File: config.mk
export PLATFORM = sky130hd
export DESIGN_NAME = dcc_packet_bit_serializer
export DESIGN_NICKNAME = d
export VERILOG_FILES = /design/src/rtl/dps_pkg.sv /design/src/rtl/dps_seq.sv /design/src/rtl/dps_dp.sv /design/src/rtl/dcc_packet_bit_serializer.sv
export SDC_FILE = /design/constraint.sdc
export NUM_CORES = 1
export LEC_CHECK = 0
export ABC_AREA = 1
export BUFFER_PORTS_ARGS = -buffer_cell sky130_fd_sc_hd__buf_2
export CAP_MARGIN = 20
export CORE_MARGIN = 2
export CORE_UTILIZATION = 56
export DETAILED_ROUTE_END_ITERATION = 7
export GPL_ROUTABILITY_DRIVEN = 0
export PLACE_DENSITY = 0.75
export SLEW_MARGIN = 15
export SYNTH_ARGS = -nofsm -noshare
export SYNTH_HDL_FRONTEND = slang
export SYNTH_HIERARCHICAL = 1
export SYNTH_SLANG_ARGS = --single-unit
File: constraint.sdc
create_clock -name clk_i -period 3 [get_ports clk_i]
set_input_delay 0.3 -clock clk_i [delete_from_list [all_inputs] [get_ports clk_i]]
set_output_delay 0.3 -clock clk_i [all_outputs]
set_load 0.005 [all_outputs]
File: src/rtl/dps_pkg.sv
// Package for the DCC packet bit serializer: types, constants and microcode ROM.
package dps_pkg;

  localparam int unsigned BYTE_BITS     = 8;
  localparam int unsigned CNT_W         = 6;
  localparam int unsigned PREAMBLE_MAX  = 32;
  localparam int unsigned PREAMBLE_RST  = 16;

  typedef enum logic [2:0] {
    ROLE_PREAMBLE  = 3'd0,
    ROLE_START     = 3'd1,
    ROLE_DATA      = 3'd2,
    ROLE_SEPARATOR = 3'd3,
    ROLE_CHECKSUM  = 3'd4,
    ROLE_END       = 3'd5
  } role_e;

  typedef enum logic [2:0] {
    PC_WAIT  = 3'd0,
    PC_PRE   = 3'd1,
    PC_START = 3'd2,
    PC_DATA  = 3'd3,
    PC_SEP   = 3'd4,
    PC_CSUM  = 3'd5,
    PC_END   = 3'd6
  } pc_e;

  typedef enum logic [1:0] {
    BIT_ONE   = 2'd0,
    BIT_ZERO  = 2'd1,
    BIT_SHIFT = 2'd2
  } bit_sel_e;

  typedef enum logic [1:0] {
    ACC_NONE        = 2'd0,
    ACC_ALWAYS      = 2'd1,
    ACC_IF_NOT_LAST = 2'd2
  } acc_e;

  typedef enum logic [1:0] {
    RL_NONE        = 2'd0,
    RL_ALWAYS      = 2'd1,
    RL_IF_NOT_LAST = 2'd2
  } rl_e;

  // One microcode word.
  typedef struct packed {
    logic     emit;
    bit_sel_e bit_sel;
    role_e    role;
    acc_e     acc;
    logic     loop;      // repeat step until the counter reaches one
    logic     jmp_last;  // take alt_pc when the current byte is the last
    pc_e      next_pc;
    pc_e      alt_pc;
    logic     ld_csum;
    rl_e      run_last;
    logic     pkt_end;
    logic     set_inside;
    logic     clr_pkt;
  } uword_t;

  // Resolved controls, sequencer to datapath.
  typedef struct packed {
    logic     emit;
    bit_sel_e bit_sel;
    role_e    role;
    logic     run_last;
    logic     pkt_end;
    logic     accept;
    logic     ld_csum;
    logic     set_inside;
    logic     clr_pkt;
  } ctrl_t;

  // Status, datapath to sequencer.
  typedef struct packed {
    logic             in_pkt;
    logic             last;
    logic             slot_free;
    logic [CNT_W-1:0] pre_len;
  } status_t;

  function automatic uword_t ucode_rd(pc_e pc);
    uword_t w;
    w = '{emit: 1'b0, bit_sel: BIT_ZERO, role: ROLE_PREAMBLE, acc: ACC_NONE, loop: 1'b0,
          jmp_last: 1'b0, next_pc: PC_WAIT, alt_pc: PC_WAIT, ld_csum: 1'b0,
          run_last: RL_NONE, pkt_end: 1'b0, set_inside: 1'b0, clr_pkt: 1'b0};
    case (pc)
      PC_WAIT: begin
        w.acc     = ACC_ALWAYS;
        w.next_pc = PC_WAIT;
      end
      PC_PRE: begin
        w.emit    = 1'b1;
        w.bit_sel = BIT_ONE;
        w.role    = ROLE_PREAMBLE;
        w.loop    = 1'b1;
        w.next_pc = PC_START;
      end
      PC_START: begin
        w.emit       = 1'b1;
        w.bit_sel    = BIT_ZERO;
        w.role       = ROLE_START;
        w.set_inside = 1'b1;
        w.next_pc    = PC_DATA;
      end
      PC_DATA: begin
        w.emit    = 1'b1;
        w.bit_sel = BIT_SHIFT;
        w.role    = ROLE_DATA;
        w.loop    = 1'b1;
        w.next_pc = PC_SEP;
      end
      PC_SEP: begin
        w.emit     = 1'b1;
        w.bit_sel  = BIT_ZERO;
        w.role     = ROLE_SEPARATOR;
        w.acc      = ACC_IF_NOT_LAST;
        w.jmp_last = 1'b1;
        w.ld_csum  = 1'b1;
        w.run_last = RL_IF_NOT_LAST;
        w.next_pc  = PC_WAIT;
        w.alt_pc   = PC_CSUM;
      end
      PC_CSUM: begin
        w.emit    = 1'b1;
        w.bit_sel = BIT_SHIFT;
        w.role    = ROLE_CHECKSUM;
        w.loop    = 1'b1;
        w.next_pc = PC_END;
      end
      PC_END: begin
        w.emit     = 1'b1;
        w.bit_sel  = BIT_ONE;
        w.role     = ROLE_END;
        w.run_last = RL_ALWAYS;
        w.pkt_end  = 1'b1;
        w.clr_pkt  = 1'b1;
        w.next_pc  = PC_WAIT;
      end
      default: begin
        w.next_pc = PC_WAIT;
      end
    endcase
    return w;
  endfunction

endpackage

File: src/rtl/dps_seq.sv
// Microcode sequencer: program counter, step counter, branch resolution.
module dps_seq (
  input  logic            clk_i,
  input  logic            rst_ni,
  input  logic            in_valid_i,
  output logic            in_ready_o,
  input  dps_pkg::status_t status_i,
  output dps_pkg::ctrl_t   ctrl_o
);

  dps_pkg::pc_e                pc_q, pc_d;
  logic [dps_pkg::CNT_W-1:0]   cnt_q, cnt_d;
  dps_pkg::uword_t             uw;
  dps_pkg::pc_e                tgt;
  logic                        accept;
  logic                        go;
  logic                        last_bit;

  assign uw = dps_pkg::ucode_rd(pc_q);

  assign in_ready_o = (uw.acc == dps_pkg::ACC_ALWAYS) ||
                      ((uw.acc == dps_pkg::ACC_IF_NOT_LAST) && !status_i.last &&
                       status_i.slot_free);
  assign accept     = in_ready_o && in_valid_i;
  assign go         = uw.emit ? status_i.slot_free : accept;
  assign last_bit   = (cnt_q == dps_pkg::CNT_W'(1));

  always_comb begin
    if (accept) begin
      tgt = status_i.in_pkt ? dps_pkg::PC_DATA : dps_pkg::PC_PRE;
    end else if (uw.jmp_last && status_i.last) begin
      tgt = uw.alt_pc;
    end else begin
      tgt = uw.next_pc;
    end
  end

  always_comb begin
    pc_d  = pc_q;
    cnt_d = cnt_q;
    if (go) begin
      if (uw.loop && !last_bit) begin
        cnt_d = cnt_q - dps_pkg::CNT_W'(1);
      end else begin
        pc_d  = tgt;
        cnt_d = (tgt == dps_pkg::PC_PRE) ? status_i.pre_len
                                         : dps_pkg::CNT_W'(dps_pkg::BYTE_BITS);
      end
    end
  end

  always_comb begin
    ctrl_o.emit       = go && uw.emit;
    ctrl_o.bit_sel    = uw.bit_sel;
    ctrl_o.role       = uw.role;
    ctrl_o.run_last   = (uw.run_last == dps_pkg::RL_ALWAYS) ||
                        ((uw.run_last == dps_pkg::RL_IF_NOT_LAST) && !status_i.last);
    ctrl_o.pkt_end    = uw.pkt_end;
    ctrl_o.accept     = accept;
    ctrl_o.ld_csum    = go && uw.ld_csum && status_i.last;
    ctrl_o.set_inside = go && uw.set_inside;
    ctrl_o.clr_pkt    = go && uw.clr_pkt;
  end

  always_ff @(posedge clk_i or negedge rst_ni) begin
    if (!rst_ni) begin
      pc_q  <= dps_pkg::PC_WAIT;
      cnt_q <= '0;
    end else begin
      pc_q  <= pc_d;
      cnt_q <= cnt_d;
    end
  end

endmodule

File: src/rtl/dps_dp.sv
// Datapath: byte shifter, checksum, preamble length register, output register.
module dps_dp (
  input  logic                          clk_i,
  input  logic                          rst_ni,
  input  logic                          cfg_we_i,
  input  logic [dps_pkg::CNT_W-1:0]     cfg_wdata_i,
  input  logic [dps_pkg::BYTE_BITS-1:0] data_byte_i,
  input  logic                          last_byte_i,
  input  dps_pkg::ctrl_t                ctrl_i,
  output dps_pkg::status_t              status_o,
  output logic                          out_valid_o,
  input  logic                          out_ready_i,
  output logic                          line_bit_o,
  output dps_pkg::role_e                bit_role_o,
  output logic                          run_last_o,
  output logic                          packet_end_o
);

  logic [dps_pkg::CNT_W-1:0]     pre_len_q, pre_len_d;
  logic [dps_pkg::BYTE_BITS-1:0] shift_q, shift_d;
  logic [dps_pkg::BYTE_BITS-1:0] csum_q, csum_d;
  logic                          last_q, last_d;
  logic                          inside_q, inside_d;
  logic                          valid_q, valid_d;
  logic                          bit_q, bit_d;
  dps_pkg::role_e                role_q, role_d;
  logic                          rl_q, rl_d;
  logic                          pe_q, pe_d;
  logic                          slot_free;

  assign slot_free = !valid_q || out_ready_i;

  // Clamp written preamble length to 1..32.
  always_comb begin
    pre_len_d = pre_len_q;
    if (cfg_we_i) begin
      if (cfg_wdata_i > dps_pkg::CNT_W'(dps_pkg::PREAMBLE_MAX)) begin
        pre_len_d = dps_pkg::CNT_W'(dps_pkg::PREAMBLE_MAX);
      end else if (cfg_wdata_i == '0) begin
        pre_len_d = dps_pkg::CNT_W'(1);
      end else begin
        pre_len_d = cfg_wdata_i;
      end
    end
  end

  always_comb begin
    shift_d  = shift_q;
    csum_d   = csum_q;
    last_d   = last_q;
    inside_d = inside_q;
    if (ctrl_i.accept) begin
      shift_d = data_byte_i;
      csum_d  = csum_q ^ data_byte_i;
      last_d  = last_byte_i;
    end else if (ctrl_i.ld_csum) begin
      shift_d = csum_q;
    end else if (ctrl_i.emit && (ctrl_i.bit_sel == dps_pkg::BIT_SHIFT)) begin
      shift_d = {shift_q[dps_pkg::BYTE_BITS-2:0], 1'b0};
    end
    if (ctrl_i.set_inside) begin
      inside_d = 1'b1;
    end
    if (ctrl_i.clr_pkt) begin
      inside_d = 1'b0;
      csum_d   = '0;
    end
  end

  always_comb begin
    valid_d = valid_q;
    bit_d   = bit_q;
    role_d  = role_q;
    rl_d    = rl_q;
    pe_d    = pe_q;
    if (ctrl_i.emit) begin
      valid_d = 1'b1;
      role_d  = ctrl_i.role;
      rl_d    = ctrl_i.run_last;
      pe_d    = ctrl_i.pkt_end;
      case (ctrl_i.bit_sel)
        dps_pkg::BIT_ONE:   bit_d = 1'b1;
        dps_pkg::BIT_SHIFT: bit_d = shift_q[dps_pkg::BYTE_BITS-1];
        default:            bit_d = 1'b0;
      endcase
    end else if (out_ready_i) begin
      valid_d = 1'b0;
    end
  end

  always_ff @(posedge clk_i or negedge rst_ni) begin
    if (!rst_ni) begin
      pre_len_q <= dps_pkg::CNT_W'(dps_pkg::PREAMBLE_RST);
      csum_q    <= '0;
      last_q    <= 1'b0;
      inside_q  <= 1'b0;
      valid_q   <= 1'b0;
    end else begin
      pre_len_q <= pre_len_d;
      csum_q    <= csum_d;
      last_q    <= last_d;
      inside_q  <= inside_d;
      valid_q   <= valid_d;
    end
  end

  always_ff @(posedge clk_i) begin
    shift_q <= shift_d;
    bit_q   <= bit_d;
    role_q  <= role_d;
    rl_q    <= rl_d;
    pe_q    <= pe_d;
  end

  assign status_o.in_pkt    = inside_q;
  assign status_o.last      = last_q;
  assign status_o.slot_free = slot_free;
  assign status_o.pre_len   = pre_len_q;

  assign out_valid_o  = valid_q;
  assign line_bit_o   = bit_q;
  assign bit_role_o   = role_q;
  assign run_last_o   = rl_q;
  assign packet_end_o = pe_q;

endmodule

File: src/rtl/dcc_packet_bit_serializer.sv
// Top level: DCC packet framing, bytes in, track bits out, one bit per transaction.
// An accepted byte is loaded into the shifter; its bits leave via the output register.
// Throughput: one bit per cycle when the sink keeps tready high; a middle byte gives
// 8 data bits and a separator, a first byte adds preamble_bits + 1, a last byte adds 9.
// A later byte of a packet is taken at the separator step, or else at the bitless wait step.
// Reset (rst_ni low, asynchronous): preamble length 16, checksum clear, no open packet.
module dcc_packet_bit_serializer (
  input  logic       clk_i,
  input  logic       rst_ni,
  // Preamble length register.
  input  logic       cfg_we_i,
  input  logic [5:0] cfg_wdata_i,
  // Byte stream in.
  input  logic       s_axis_tvalid,
  output logic       s_axis_tready,
  input  logic [7:0] s_axis_tdata,   // [7:0] data_byte
  input  logic       s_axis_tlast,   // last_byte
  // Line bit stream out.
  output logic       m_axis_tvalid,
  input  logic       m_axis_tready,
  output logic [7:0] m_axis_tdata,   // [0] line_bit, [7:1] zero
  output logic [3:0] m_axis_tuser,   // [2:0] bit_role, [3] packet_end
  output logic       m_axis_tlast    // run_last: final bit caused by one input byte
);

  // The sequencer steps through a small microprogram:
  //   wait -> preamble (loop) -> start -> data (loop x8) -> separator
  //   separator -> checksum (loop x8) -> end -> wait   on a last byte
  //   separator or wait -> data   when a byte of an open packet is taken there
  // Every emitting step advances only when the output register is free.

  dps_pkg::ctrl_t   ctrl;
  dps_pkg::status_t status;
  logic             line_bit;
  dps_pkg::role_e   bit_role;
  logic             packet_end;

  dps_seq u_seq (
    .clk_i      (clk_i),
    .rst_ni     (rst_ni),
    .in_valid_i (s_axis_tvalid),
    .in_ready_o (s_axis_tready),
    .status_i   (status),
    .ctrl_o     (ctrl)
  );

  dps_dp u_dp (
    .clk_i        (clk_i),
    .rst_ni       (rst_ni),
    .cfg_we_i     (cfg_we_i),
    .cfg_wdata_i  (cfg_wdata_i),
    .data_byte_i  (s_axis_tdata),
    .last_byte_i  (s_axis_tlast),
    .ctrl_i       (ctrl),
    .status_o     (status),
    .out_valid_o  (m_axis_tvalid),
    .out_ready_i  (m_axis_tready),
    .line_bit_o   (line_bit),
    .bit_role_o   (bit_role),
    .run_last_o   (m_axis_tlast),
    .packet_end_o (packet_end)
  );

  assign m_axis_tdata = {7'b0, line_bit};
  assign m_axis_tuser = {packet_end, bit_role};

endmodule

### Yosys cells after proc, flatten, opt, wreduce, memory -nomap -nowiden

Index checks and enable logic that the tools add are counted.

| word-level totals | value |
|---|---|
| register bits after elaboration | 40 |
| latch bits | 0 |
| RAM bits | 0 |
| memory bits (read-only) | 0 |
| input port bits | 20 |
| memories | 0 |

| cells by class | value |
|---|---|
| add/subtract/negate cells | 1 |
| multiply operators | 0 |
| div/mod/pow operators | 0 |
| magnitude comparators | 1 |
| eq/ne operators | 13 |
| shift-type cells | 0 |
| muxes and demuxes | 27 |
| bitwise gates (word level) | 2 |
| reduce and logical (&&, ||, !) cells | 27 |

Operator list:

| operator | number |
|---|---|
| 8-bit two-way mux | 5 |
| 6-bit one-hot mux with 6 select lines | 1 |
| 6-bit two-way mux | 4 |
| 1-bit logical AND | 12 |
| 3-bit one-hot mux with 4 select lines | 1 |
| 3-bit equality test (second input constant) | 3 |
| 1-bit two-way mux | 9 |
| 2-bit one-hot mux with 2 select lines | 2 |
| 8-bit bitwise XOR | 1 |
| 2-bit equality test (second input constant) | 3 |
| 3-bit by 1-bit equality test with 1-bit output (second input constant) | 2 |
| 3-bit by 2-bit equality test with 1-bit output (second input constant) | 2 |
| 6-bit by 1-bit equality test with 1-bit output (second input constant) | 1 |
| 6-bit > comparator (second input constant) | 1 |
| 6-bit logical NOT | 1 |
| 3-bit two-way mux | 2 |
| 2-bit nonzero test | 3 |
| 6-bit by 1-bit subtractor with 6-bit output (second input constant) | 1 |
| 2-bit by 1-bit equality test with 1-bit output (second input constant) | 2 |
| 4-bit two-way mux | 1 |
| 1-bit logical NOT | 3 |
| 3-bit logical NOT | 1 |
| 1-bit logical OR | 3 |
| 3-bit nonzero test | 1 |
| other kinds (6) | 6 |

### Depth between registers and ports, before layout

Gate-level depths: netlist of the first run.

| logic depth | value |
|---|---|
| depth after elaboration | 13 |
| mapped depth | 13 |
| mapped depth without buffers | 10 |

### Modules after synthesis

The synthesis of the first run kept the hierarchy.

By module, submodules not included:

| module | instances | cells an instance | area an instance (um^2) | sequential area each (um^2) |
|---|---|---|---|---|
| dps_dp | 1 | 127 | 1297.5 | 847.1 |
| dps_seq | 1 | 118 | 758.2 | 225.2 |
| dcc_packet_bit_serializer | 1 | 10 | 71.3 | 0.0 |

### Least setup slack after synthesis of the first run

Ideal clock, no wire load.

| timing | value |
|---|---|
| kind | flip-flop to flip-flop |
| from | reg u_seq.pc_q[0] |
| to | reg u_dp/shift_q[0] in the netlist's numbering, enable pin |
| data arrival time | 1875 ps |
| required time | 2613 ps |
| path slack | 738 ps |
| cell stages (with the launch flop) | 8 |
| path buffers | 0 |
| clock period less this slack | 2262 ps |
| cells stage by stage | dfrtp_1 > nor2_1 > nand2_1 > nand3_2 > o21bai_2 > inv_1 > inv_1 > o31ai_1 |

RTL lines:

| what | RTL line | source |
|---|---|---|
| from (decl) | dps_seq.sv:11 | `dps_pkg::pc_e pc_q, pc_d;` |
| from (signal assigned) | dps_seq.sv:67 | `pc_q <= dps_pkg::PC_WAIT;` |
| from (signal assigned) | dps_seq.sv:70 | `pc_q <= pc_d;` |
| to (signal assigned) | dps_dp.sv:108 | `shift_q <= shift_d;` |
| to (decl) | dps_dp.sv:20 | `logic [dps_pkg::BYTE_BITS-1:0] shift_q, shift_d;` |

==> impl_metrics.yaml, run 1 <==
grt:
  track_usage: 0.204
  grt_pass1_wl_mm: 6.56
  grt_pass1_vias: 1516
  overflow: 0
  grt_max_degree: 27
  grt_antenna_before_repair: 0
synth:
  netlist_area_um2: 2130
  synth-simple-area-share: 0.251
  synth_top_family_by_area: "simple AND/OR/NAND/NOR gates"
  ys_seq_elements: 40
  ys_types: 29
  synth-xor-area-share: 0.00412
  synth-compound-area-share: 0.102
  ys_warn_count: 6
  synth_mux_area_frac: 0
  synthAdderAreaFrac: 0.0118
  synth_cells: 255
  postSynthAreaPerCell_um2: 8.34
  ys_seq_area_frac: 0.504
detailed_routing:
  routed_wl_mm: 3.70
  drc: 0
  first_pass_iters: 4
  wl_per_cell_um: 11.2
  num_vias: 1681
  drtAntennaViolNets: 0
  drt-initial-drc-count: 192
  routed_via_density: 5.11
floorplanning:
  fp-row-count: 22
  io_pins: 35
  die_x_um: 65.6
  die_h_um: 65.6
  initial_core_util: 0.581
  core_um2: 3660
  dieArea_um2: 4310
setup_path:
  worstPathRequired_ns: 3.01
  crit_path_max_fanout: 11
  worstSetupPathType: "reg -> reg"
  crit_path_max_incr_delay_ns: 0.48
  critPathLaunch: "u_seq/pc_q[2]"
  worst-path-buf-inv: 2
  crit_path_start_kind: "register"
  crit_family: "simple AND/OR/NAND/NOR gates"
  critPathSlowestCell: "dfrtp_1"
  cp_cell_sequence: "inv_1 > nand3_1 > nand3_2 > o21bai_2 > nand2_2 > inv_2 > nor2_1 > nor2_2 > o31ai_2"
  critPathCaptureType: "register"
  worstPathArrival_ns: 2.57
  r2r_start: "u_seq/pc_q[2]"
clock_tree:
  cts_max_level: 2
  clk_pin_slew_ns: 0.08
  cts_buffer_depth: 2
  post_cts_buffers: 0
  insertion_delay_ns: 0.29
  cts_sinks: 40
  cts_tree: "done"
  ctsResizeCount: 0
  clock-root-buffer: "clkbuf_8"
  numCtsBuffers: 5
  cts_hold_buffers: 0
sta:
  clock_skew_ns: 0.00447
  rsz0062_at_grt: "no"
  worst_pin_slew_ns: 0.710
  finalHoldViolations: 17
  setup_viol: 0
  max_clock_freq_mhz: 391
  whs_ns: -0.00608
  fin_crit_ns: 2.56
  drv_slew: 0
  slew_headroom: 0.524
  final.setup.tns_ns: 0
  period_share: 0.853
final_layout:
  mostFrequentLayoutCells: "68 x nand2_1, 33 x inv_1, 27 x buf_2"
  fin_util: 0.638
  antenna_cells: 0
  area_growth_syn_to_layout_pct: 9.82
  final_common_cell: "nand2_1"
  drive_above_1_share: 0.189
  fillers: 304
  nets: 302
pwr:
  power_density_nw_per_um2: 1030
  power_leakage_nw: 1.22
  irDropWorstVdd_uv: 457
outcome:
  violations: "hold timing"
  status: "finished with violations"
placement:
  dp_hpwl_mm: 2.76
  portBuffers: 27
min_path:
  hold_path.class: "in -> async"
job:
  maxCapViolations: 0
==> through the flow <==
| step | hold WS (ns) | setup slack, ns | cell area, um^2 | instances | power [mW] |
|---|---|---|---|---|---|
| 3_5_place_dp | 0.332 | 0.492 | 2220 | 321 | 2.00 |
| 3_3_place_gp | 0.336 | 0.618 | 2220 | 321 | 1.96 |
| 6_report | -0.00608 | 0.440 | 2340 | 329 | 2.42 |
| 5_1_grt | 0.0409 | 0.276 | 2340 | 329 | 2.65 |
| 2_1_floorplan | 0.00441 | 0.738 | 2150 | 261 | 1.81 |
| 4_1_cts | 0.00187 | 0.449 | 2330 | 329 | 2.42 |
==> state kept, by name (all words and copies together) (netlist names), 3 cells and up <==
| register | flops |
|---|---|
| u_dp/bit_role_o | 3 |
| u_dp/csum_q | 8 |
| u_dp/pre_len_q | 6 |
| u_dp/shift_q | 8 |
| u_seq/cnt_q | 6 |
| u_seq/pc_q | 3 |
==> cell usage after synthesis (all sizes together) <==
cell,n,share of area
conb,1,0.0018
o21bai,2,0.0088
buf,16,0.062
nand3b,1,0.0035
nand2,74,0.14
or2,2,0.0059
dfstp,1,0.012
o31ai,1,0.0035
o22ai,2,0.0059
o211ai,7,0.025
ha,2,0.012
edfxtp,14,0.20
xor2,1,0.0041
o21ai,13,0.031
nand3,23,0.056
inv,36,0.064
nand4,3,0.0088
a22o,1,0.0047
nor2,20,0.036
a21oi,10,0.024
dfrtp,25,0.29
==> kinds of logic after synthesis <==
kind of cell,count (synthesis)
other,1
DFF,40
buffers and inverters,52
AOI/OAI and AO/OA,36
xor gates and xnor gates,1
adders and majority gates,2
and+or+nand+nor,123
==> layer usage <==
| metal | GRT usage | up-vias | wire length (um) |
|---|---|---|---|
| met2 | 0.308 | 50 | 1680 |
| met3 | 0.0565 | 12 | 195 |
| met1 | 0.272 | 760 | 1740 |
| met4 | 0.0990 | 0 | 88 |
| li1 | - | 859 | - |
| met5 | 0 | - | 0 |
==> cell type report <==
type	count	area (um^2)	area share
sequential	40	1070	0.459
multi-input combinational	169	816	0.349
timing repair buffer	28	143	0.0611
inverter	36	135	0.0578
clock buffer	6	93.8	0.0402
tap	48	60.1	0.0257
clock inverter	2	16.3	0.00696
==> report_power, final <==
part / leakage (nW) / internal, mW / switching [mW] / total [mW]
registers: 0.448 / 0.850 / 0.113 / 0.963
logic: 0.715 / 0.359 / 0.683 / 1.04
clock network: 0.0530 / 0.217 / 0.194 / 0.411
==> worst paths after layout <==
kind / cells after the start / to / slack, ns
worst min register to register: 2 / u_dp/pre_len_q[0] / 0.49
max in group asynchronous: 1 / u_seq/cnt_q[3] / 2.63
min in group clk_i: 3 / u_dp/last_q / 0.21
worst max-delay path: 9 / u_dp/shift_q[5] / 0.44
worst min-delay path: 1 / u_dp/pre_len_q[5] / -0.006
worst max register to register: 9 / u_dp/shift_q[5] / 0.44
Note: power is estimated with default switching activity, not from simulation.
==> run 2: changes to the inputs <==
- CTS_BUF_LIST: default -> sky130_fd_sc_hd__clkbuf_4 sky130_fd_sc_hd__clkbuf_8 sky130_fd_sc_hd__clkbuf_16
- PLACE_DENSITY: 0.75 -> 0.79
==> impl_metrics.yaml, run 2 (synthesis results as in run 1) <==
clock_tree:
  cts_hold_buffers: 0
  clk_pin_slew_ns: 0.08
  clock-root-buffer: "clkbuf_8"
  insertion_delay_ns: 0.29
  cts_sinks: 40
  numCtsBuffers: 5
  post_cts_buffers: 0
  cts_max_level: 2
  cts_buffer_depth: 2
  cts_tree: "done"
  ctsResizeCount: 0
pwr:
  seq_power_share: 0.409
  p_int_mw: 1.38
  power_leakage_nw: 1.20
  pwr-share-comb: 0.442
  switching_share: 0.416
  power_density_nw_per_um2: 1020
  p_clk_frac: 0.149
  power_switching_uw: 984
  irDropWorstVdd_uv: 395
sta:
  max_clock_freq_mhz: 402
  fin_crit_ns: 2.49
  worst_pin_slew_ns: 0.704
  period_share: 0.830
  setup_viol: 0
  rsz0062_at_grt: "no"
  drv_slew: 0
  finalHoldViolations: 0
  slew_headroom: 0.528
  clock_skew_ns: 0.00609
  final.setup.tns_ns: 0
final_layout:
  fin_util: 0.632
  stdcell_count: 329
  antenna_cells: 0
  mostFrequentLayoutCells: "68 x nand2_1, 33 x inv_1, 27 x buf_2"
  final_common_cell: "nand2_1"
  drive_above_1_share: 0.185
  nets: 302
  fillers: 318
  area_growth_syn_to_layout_pct: 8.76
  reg_top3: "u_dp/csum_q (8), u_dp/shift_q (8)"
setup_path:
  r2r_slack_ns: 0.51
  worstPathArrival_ns: 2.50
  critPathSlowestCell: "dfrtp_1"
  worstPathRequired_ns: 3.01
  timing.rr.end: "u_dp/shift_q[3]"
  rr_worst_depth: 9
  crit_path_start_kind: "register"
  cp_cell_sequence: "inv_1 > nand3_1 > nand3_2 > o21bai_2 > nand2_2 > inv_2 > nor2_1 > nor2_2 > o31ai_2"
  crit_path_max_incr_delay_ns: 0.47
  r2r_start: "u_seq/pc_q[2]"
  critPathCaptureType: "register"
  worstSetupPathType: "reg -> reg"
  crit_path_max_fanout: 11
detailed_routing:
  num_vias: 1706
  routed_wl_mm: 3.79
  wl_per_cell_um: 11.5
  drt-initial-drc-count: 118
  first_pass_iters: 8
  drc: 0
  drtAntennaViolNets: 0
  routed_via_density: 5.19
grt:
  grt_pass1_wl_mm: 6.71
  overflow: 0
  grt_max_degree: 27
  grt_pass1_vias: 1574
  track_usage: 0.209
  grt_antenna_before_repair: 0
floorplanning:
  initial_core_util: 0.581
  io_pins: 35
  die_x_um: 65.6
  fp-row-count: 22
  core_um2: 3660
  die_h_um: 65.6
  dieArea_um2: 4310
placement:
  dp.cells: 321
  dp_hpwl_mm: 2.79
  portBuffers: 27
min_path:
  hold_path.class: "in -> async"
outcome:
  status: "completed"
job:
  maxCapViolations: 0
run 2: metal layers:
layer  vias to the layer above  GRT usage  part of all wire
met5                         -          0                 0
met4                         0      0.112             0.031
met3                        15     0.0462             0.067
met2                        78      0.327              0.45
met1                       753      0.270              0.45
li1                        860          -                 -
run 2: per-stage QoR:
step | instance area (um^2) | power [mW] | setup WS (ns) | hold slack, ns
after floorplan | 2150 | 1.81 | 0.738 | 0.00441
after global placement | 2220 | 1.96 | 0.631 | 0.332
after detailed placement | 2220 | 2.00 | 0.498 | 0.334
after CTS | 2310 | 2.36 | 0.477 | 0.0147
after global routing | 2310 | 2.59 | 0.301 | 0.0349
final | 2310 | 2.36 | 0.510 | 0.00864
run 2: area by class of cell:
class,instances,area (um^2),share of cell area
well taps,48,60.1,0.0260
flip-flops and latches,40,1070,0.463
clock inverters,2,11.3,0.00487
multi-input cells,169,816,0.353
clock buffers,6,76.3,0.0330
inverters,36,135,0.0584
repair buffers,28,143,0.0617
run 2: worst max-delay path by stage:
stage,start,end,slack (ns)
finish,u_seq/pc_q[2],u_dp/shift_q[3],0.51
global route,u_seq/pc_q[2],u_dp/shift_q[3],0.30
CTS,u_seq/pc_q[2],u_dp/shift_q[3],0.48
detailed placement,u_seq/pc_q[2],u_dp/shift_q[3],0.50
global placement,u_seq/pc_q[2],u_dp/shift_q[4],0.63
floorplan,u_seq/pc_q[0],u_dp/shift_q[0],0.74
run 2: power groups by stage:
stage | sequential, mW | clock, mW | combinational, mW
global route | 1.00 | 0.383 | 1.20
detailed placement | 0.977 | 0 | 1.03
CTS | 0.967 | 0.361 | 1.03
finish | 0.967 | 0.351 | 1.04
floorplan | 0.946 | 0 | 0.868
global placement | 0.967 | 0 | 0.994
run 2: worst max-delay path: cells and delay by family, from the launching register on:
family | cells | cell delay, ns
AO/OA/AOI/OAI | 2 | 0.42
buffers and inverters | 2 | 0.32
flip-flops | 1 | 0.47
AND/OR/NAND/NOR | 5 | 0.99
==> run 3: changes to the inputs <==
- ABC_AREA: 1 -> 0
- CORE_UTILIZATION: 56 -> 51
- PLACE_DENSITY: 0.79 -> 0.76
- clock period: 3 -> 1.99 ns (I/O delays scaled with it)
==> impl_metrics.yaml, run 3 <==
synth:
  synth_cells: 219
  async_reset_ff_frac: 0.650
  postSynthAreaPerCell_um2: 10.4
  yosysMostFrequentCell: "dfrtp_1"
  netlist_area_um2: 2270
  ys_warn_count: 6
  synth-edff-count: 14
  ys_top_cells_by_area: "dfrtp_1 28%, edfxtp_1 19%, buf_4 5.0%"
  synth-main-ff-cell: "dfrtp_1"
  ys_types: 42
  ys_seq_elements: 40
  yosysTopAreaCellShare: 0.276
  synth_top_area_cell: "dfrtp_1"
  ys_seq_area_frac: 0.473
  ys_top_cells_by_count: "25 x dfrtp_1, 19 x o21ai_0, 15 x buf_4"
floorplanning:
  initial_core_util: 0.525
  die_h_um: 70.7
  core_um2: 4320
  die_x_um: 70.7
  io_pins: 35
  fp-row-count: 24
  dieArea_um2: 5000
sta:
  fin_crit_ns: 1.88
  finalHoldViolations: 0
  rsz0062_at_grt: "no"
  max_clock_freq_mhz: 533
  period_share: 0.943
  clock_skew_ns: 0.00813
  worst_pin_slew_ns: 0.585
  final.setup.tns_ns: 0
  slew_headroom: 0.610
  setup_viol: 0
  drv_slew: 0
setup_path:
  worstPathArrival_ns: 1.90
  critPathCaptureType: "register"
  crit_path_start_kind: "register"
  crit_path_max_incr_delay_ns: 0.61
  worstSetupPathType: "reg -> reg"
  worstPathRequired_ns: 2.02
  cp_cell_sequence: "a2111oi_4 > buf_4 > o21ai_0"
  critPathSlowestCell: "a2111oi_4"
  crit_path_max_fanout: 20
grt:
  grt_pass1_vias: 1657
  grt_max_degree: 27
  grt_antenna_before_repair: 0
  track_usage: 0.181
  overflow: 0
  grt_pass1_wl_mm: 7.30
pwr:
  irDropWorstVdd_uv: 638
  power_density_nw_per_um2: 1370
  power_leakage_nw: 1.07
final_layout:
  fillers: 380
  fin_util: 0.593
  final_common_cell: "buf_2"
  antenna_cells: 0
  drive_above_1_share: 0.302
  area_growth_syn_to_layout_pct: 13.0
  reg_top3: "u_dp/csum_q (8), u_dp/shift_q (8)"
  nets: 273
  mostFrequentLayoutCells: "27 x buf_2, 25 x dfrtp_1, 18 x o21ai_0"
clock_tree:
  cts_sinks: 40
  cts_max_level: 2
  clk_pin_slew_ns: 0.08
  insertion_delay_ns: 0.28
  numCtsBuffers: 5
  cts_tree: "done"
  clock-root-buffer: "clkbuf_8"
  cts_buffer_depth: 2
detailed_routing:
  first_pass_iters: 4
  num_vias: 1633
  wl_per_cell_um: 13.6
  drtAntennaViolNets: 0
  drt-initial-drc-count: 122
  routed_via_density: 5.37
  drc: 0
  routed_wl_mm: 4.14
min_path:
  hold_path.class: "in -> reg"
job:
  maxCapViolations: 0
placement:
  dp_hpwl_mm: 3.02
  portBuffers: 27
outcome:
  status: "completed"
## run 3: report_power, final
group | switching, mW | internal (mW) | total [mW]
clock network | 0.261 | 0.330 | 0.591
registers | 0.199 | 1.23 | 1.43
logic | 0.787 | 0.696 | 1.48
## run 3: cell type report
cell class / instances / area [um^2] / area share
clock buffer: 8 / 104 / 0.0405
timing repair buffer: 43 / 258 / 0.101
multi-input combinational: 147 / 1010 / 0.395
inverter: 14 / 52.6 / 0.0205
sequential: 40 / 1070 / 0.418
tap: 52 / 65.1 / 0.0254
## run 3: logic make-up after synthesis
group / after synthesis / share of synthesized area
AOI/OAI and AO/OA: 63 / 0.210
adders and majority gates: 2 / 0.0110
DFF: 40 / 0.473
other: 1 / 0.00165
and+or+nand+nor: 66 / 0.160
buffers and inverters: 38 / 0.104
muxes: 9 / 0.0403
## run 3: path summary, 6_finish.rpt
check | start | end | cells past startpoint | slack [ns]
worst max register to register | u_seq/pc_q[2] | u_dp/shift_q[6] | 3 | 0.11
worst max-delay path | u_seq/pc_q[2] | u_dp/shift_q[6] | 3 | 0.11
worst min-delay path | s_axis_tlast | u_dp/last_q | 2 | 0.15
max in group asynchronous | rst_ni | u_dp/csum_q[1] | 2 | 1.15
min in group asynchronous | rst_ni | u_seq/pc_q[2] | 2 | 0.45
worst min register to register | u_dp/pre_len_q[4] | u_dp/pre_len_q[4] | 2 | 0.49
## run 3: layer usage
metal,track usage,part of all wire,vias to the layer above
li1,-,-,824
met1,0.237,0.46,767
met2,0.297,0.49,36
met3,0.0370,0.035,6
met4,0.0671,0.015,0
met5,0,0,-
## run 3: worst max-delay path: cells and delay by family, from the launching register on
family | cells | cell delay, ns
buf+inv | 1 | 0.31
compound gates | 2 | 0.73
flops | 1 | 0.57
## run 3: what timing repair did
item	CTS	global route
gates resized for setup	0	4
buffers inserted	0	0
hold endpoints to repair	25	0
hold buffers	1	0
endpoints found under the setup margin	0	6
## run 3: through the flow
stage / power [mW] / hold WS [ns] / instance area, um^2 / setup slack, ns / std cells
after detailed placement: 2.89 / 0.238 / 2440 / 0.154 / 295
after global routing: 3.77 / 0.149 / 2560 / 0.00221 / 304
after global placement: 2.85 / 0.241 / 2440 / 0.158 / 295
final: 3.50 / 0.152 / 2560 / 0.114 / 304
after floorplan: 2.54 / -0.0966 / 2310 / 0.000652 / 225
after CTS: 3.49 / 0.148 / 2550 / 0.131 / 304
